==> src/rtl/pfs_pkg.sv <==
// ----------------------------------------------------------------------------
// pfs_pkg
// Shared constants and control types for the streaming prefix-function block.
// ----------------------------------------------------------------------------
`timescale 1ns / 1ps
`default_nettype none

package pfs_pkg;

  // string capacity in characters
  localparam int MAX_LEN  = 65536;
  localparam int ADDR_W   = $clog2(MAX_LEN);
  localparam int LEN_W    = $clog2(MAX_LEN + 1);

  // payload field widths
  localparam int CHAR_W   = 8;
  localparam int BORDER_W = 16;
  localparam int POS_W    = 17;

  typedef logic [ADDR_W-1:0] addr_t;
  typedef logic [LEN_W-1:0]  len_t;

  // controller -> datapath
  typedef struct packed {
    logic accept;       // item taken this cycle
    logic store_first;  // first character of a string: store, border 0
    logic start;        // begin link walk from current border
    logic step;         // mismatch: follow the failure link
    logic finish;       // walk done: store and emit result
    logic emit_ovf;     // string full: emit overflow result
  } pfs_cmd_t;

  // datapath -> controller
  typedef struct packed {
    logic full;
    logic empty;
    logic match;
    logic b_zero;
    logic out_busy;
  } pfs_stat_t;

endpackage

`default_nettype wire

==> src/rtl/pfs_ctrl.sv <==
// ----------------------------------------------------------------------------
// pfs_ctrl
// Controller: sequences accept, failure-link walk and result hand-off.
// ----------------------------------------------------------------------------
`timescale 1ns / 1ps
`default_nettype none

module pfs_ctrl (
  input  wire logic               clk,
  input  wire logic               rst,
  input  wire logic               in_valid,
  output      logic               in_ready,
  input  wire pfs_pkg::pfs_stat_t stat,
  output      pfs_pkg::pfs_cmd_t  cmd
);

  import pfs_pkg::*;

  typedef enum logic {
    S_IDLE,
    S_CMP
  } state_t;

  state_t state;
  state_t state_next;

  always_comb begin
    cmd        = '0;
    in_ready   = 1'b0;
    state_next = state;
    unique case (state)
      S_IDLE: begin
        // result slot must be free or draining before a new item
        in_ready   = !stat.out_busy;
        cmd.accept = in_valid && !stat.out_busy;
        if (cmd.accept) begin
          priority if (stat.full) begin
            cmd.emit_ovf = 1'b1;
          end else if (stat.empty) begin
            cmd.store_first = 1'b1;
          end else begin
            cmd.start  = 1'b1;
            state_next = S_CMP;
          end
        end
      end
      S_CMP: begin
        if (stat.match || stat.b_zero) begin
          cmd.finish = 1'b1;
          state_next = S_IDLE;
        end else begin
          cmd.step = 1'b1;
        end
      end
      default: state_next = S_IDLE;
    endcase
  end

  always_ff @(posedge clk) begin
    if (rst) begin
      state <= S_IDLE;
    end else begin
      state <= state_next;
    end
  end

endmodule

`default_nettype wire

==> config.mk <==
export PLATFORM = sky130hd
export DESIGN_NAME = pfs_ctrl
export DESIGN_NICKNAME = d
export VERILOG_FILES = /design/src/rtl/pfs_pkg.sv /design/src/rtl/pfs_ctrl.sv
export SDC_FILE = /design/constraint.sdc
export NUM_CORES = 1
export LEC_CHECK = 0
export ABC_AREA = 1
export ABC_CLOCK_PERIOD_IN_PS = 1800
export BUFFER_PORTS_ARGS = -buffer_cell sky130_fd_sc_hd__clkbuf_2
export CAP_MARGIN = 20
export CORE_AREA = 2 2 39 41
export DETAILED_ROUTE_END_ITERATION = 10
export DIE_AREA = 0 0 41 43
export PLACE_DENSITY_LB_ADDON = 0.3
export SKIP_CTS_REPAIR_TIMING = 1
export SLEW_MARGIN = 0
export SYNTH_ARGS = -nofsm -noshare
export SYNTH_HDL_FRONTEND = slang
export SYNTH_SLANG_ARGS = --single-unit
==> constraint.sdc <==
create_clock -name clk -period 1.8 [get_ports clk]
set_clock_uncertainty 0.15 [all_clocks]
set_input_delay 0.09 -clock clk [delete_from_list [all_inputs] [get_ports clk]]
set_output_delay 0.09 -clock clk [all_outputs]
set_load 0.05 [all_outputs]
# ---- After elaboration in Yosys (flattened, before gate mapping)
# Cells that the tools add are included.
# Widths: inputs -> output; s select.
dict set report totals {
  register_bits 1
  in_bits 8
  out_inout_bits 7
  wordCells 20
}
dict set report classes {
  mux 15
  n_bitwise 1
  reduce_logical 3
}
# cell count
set ops {}
lappend ops {{$mux 1} 10}
lappend ops {{$mux 2} 3}
lappend ops {{$mux 3} 1}
lappend ops {{$pmux 1 s2} 1}
lappend ops {{$logic_and 1x1->1} 1}
lappend ops {{$logic_not 1->1} 1}
lappend ops {{$logic_or 1x1->1} 1}
lappend ops {{$not 1->1} 1}

# ---- Longest topological paths before layout
dict set report depth {
  word_depth 4
  ltp_mapped 3
  ltp_nobuf 3
}

# ---- Least setup slack after synthesis
# No wires, ideal clock.
dict set report synth_path {
  kind {register to output}
  start {register state}
  end {output port cmd[0] (netlist bit)}
  t_arrival_ns 1.651
  required_ns 1.560
  slack_ns -0.091
  path_stages_with_launch 4
  path_buffers 0
  cell_sequence {dfxtp_1 nor2_2 nand2_1 nor2_1}
}
# element line_no
set synth_rtl {}
lappend synth_rtl {{from (decl)} pfs_ctrl.sv:24} ;# state_t state;
lappend synth_rtl {{from (signal assigned)} pfs_ctrl.sv:63} ;# state <= state_next;
lappend synth_rtl {{to (decl)} pfs_ctrl.sv:14} ;# output pfs_pkg::pfs_cmd_t cmd

==> results.json <==
{
  "vias": 141,
  "nNetsFinal": 41,
  "largest_reg_flops": 1,
  "diodes": 0,
  "yosys_warnings": 0,
  "antenna_found_initial": 0,
  "drt_pass1_iterations": 1,
  "finalWirelength_microns": 299,
  "synth_seq_cells": 1,
  "worstHoldStart": "rst",
  "pwr-share-clk_pct": 0,
  "grt_util_all_layers_pct": 3.300,
  "die_h_microns": 43,
  "pre_cts_ws_ps": 592.1,
  "wire_per_inst_microns": 6.362,
  "rows": 14,
  "intPower_mw": 0.03492,
  "seqPwrFrac_pct": 36.2,
  "die_w_microns": 41,
  "drt-initial-drc-count": 0,
  "clock_latency_ps": 0,
  "power_frac_comb_pct": 63.8,
  "slew_violations": 0,
  "slew_headroom_pct": 81.65,
  "reg_top3": "state x1",
  "core_area_sq_mm": 0.001384,
  "remaining_drc_errors": 0,
  "path_clk_slew_ps": 0,
  "area_growth_pct": 91.14,
  "gp_congestion": 0.5143,
  "setup_viol": 0,
  "leakage_nw": 0.1303,
  "ios": 15,
  "sw_frac_of_total_pct": 46.14,
  "initial_utilization_pct": 7.143,
  "critPathLaunch": "state$_SDFF_PP0_",
  "place_hpwl_microns": 295.8,
  "avgViaCountPerCell": 3.000,
  "crit-reg2reg-launch": "state$_SDFF_PP0_",
  "hp-class": "in -> reg",
  "rsz0062_at_grt": "false",
  "grt_max_degree": 4,
  "arrival_ps": 950,
  "post_synth.cell_area_avg_sq_um": 5.814,
  "fin_ws_ps": 608.9,
  "top_register": "state",
  "io_buffers": 14,
  "start_kind": "register",
  "drive_gt1_share_pct": 54.84,
  "finalCritPeriodShare_pct": 66.17,
  "grt_overflow_total": 0,
  "fmax_mhz": 839.6,
  "ant_nets": 0,
  "final_hold_viol_count": 0,
  "ys_types": 9,
  "synthesis.nets": 25,
  "status": "finished clean",
  "maxCapViolCount": 0,
  "crit_fanout": 3,
  "netlist_instances": 17,
  "tightest_slew_ps": 276.4,
  "fin_crit_ps": 1191,
  "fill_cells": 175,
  "path_class": "reg -> out",
  "crit_path_end_kind": "output pin",
  "grt_pass1_wl_microns": 434,
  "finalPower_mw": 0.06483,
  "critPathRequiredTime_ps": 1560,
  "max-vdd-ir-drop_v": 0.00006321,
  "die_area_sq_mm": 0.001763,
  "ys_seq_area_share_pct": 20.25,
  "powerDensity_mw_per_mm2": 343.2,
  "syn_area_sq_um": 98.85,
  "switchingPower_mw": 0.02991,
  "first_global_vias": 111
}
[worst paths after layout]
check                endpoint  slack [ps]  cells past startpoint
max                    cmd[4]         610                      4
min          state$_SDFF_PP0_         110                      2
max reg2reg  state$_SDFF_PP0_         870                      3
min reg2reg  state$_SDFF_PP0_         400                      2
[per-stage QoR]
stage	instances	hold WS, ps	instance area (sq um)	utilization [%]	TNS [ps]
finish	47	105.3	188.9	13.65	0
global route	47	113.2	188.9	13.65	0
floorplan	17	2.445	98.84	-	-182.2
detailed placement	47	107.6	188.9	13.65	0
global placement	47	105.5	188.9	13.65	0
CTS	47	108.4	188.9	13.65	0
[worst max-delay path: stages, from the launching register on]
cell      delay (ps)
dfxtp_1          310
nor2_2           170
nand2_1          110
nor2_1            90
clkbuf_2         280
[logic make-up after synthesis]
family / count (synthesis) / share of synthesized area, %
DFF: 1 / 20.25
and+or+nand+nor: 8 / 40.51
AOI/OAI and AO/OA: 2 / 16.46
buffers and inverters: 6 / 22.78
[area by class of cell]
type	count	area (sq um)	share of cell area, %
well taps	16	20.02	10.60
flip-flops and latches	1	20.02	10.60
multi-input cells	10	56.30	29.80
repair buffers	14	70.07	37.09
inverters	6	22.52	11.92
[synthesized netlist by cell type, drive strengths merged]
library cell | n | area share, %
nor2 | 4 | 18
dfxtp | 1 | 20
o21a | 1 | 7.6
nand3 | 2 | 15
inv | 6 | 23
a21oi | 1 | 8.9
nand2 | 2 | 7.6
[power groups by stage]
stage                     logic [mW]  clock network (mW)  registers [mW]
after floorplan               0.0267                   0          0.0234
after global placement        0.0416                   0          0.0235
after detailed placement      0.0419                   0          0.0235
after CTS                     0.0421                   0          0.0235
after global routing          0.0445                   0          0.0235
final                         0.0414                   0          0.0235
[per-layer routing]
layer  vias to the layer above  routed length (microns)  GRT usage (%)
met4                         0                        0              0
met5                         -                        0              0
met3                         0                       44          1.047
met1                        57                      109          3.810
met2                         7                      145          5.938
li1                         77                        -              -
[cells in the final DEF, fill, tap and decap left out]
cell      Yosys  routed
clkbuf_2      0      14
inv_1         6       6
nor2_1        3       3
nand2_1       2       2
nor2_2        1       1
nand3_2       1       1
nand3_1       1       1
a21oi_2       1       1
o21a_1        1       1
dfxtp_1       1       1
Note: power is estimated with default switching activity, not from simulation.
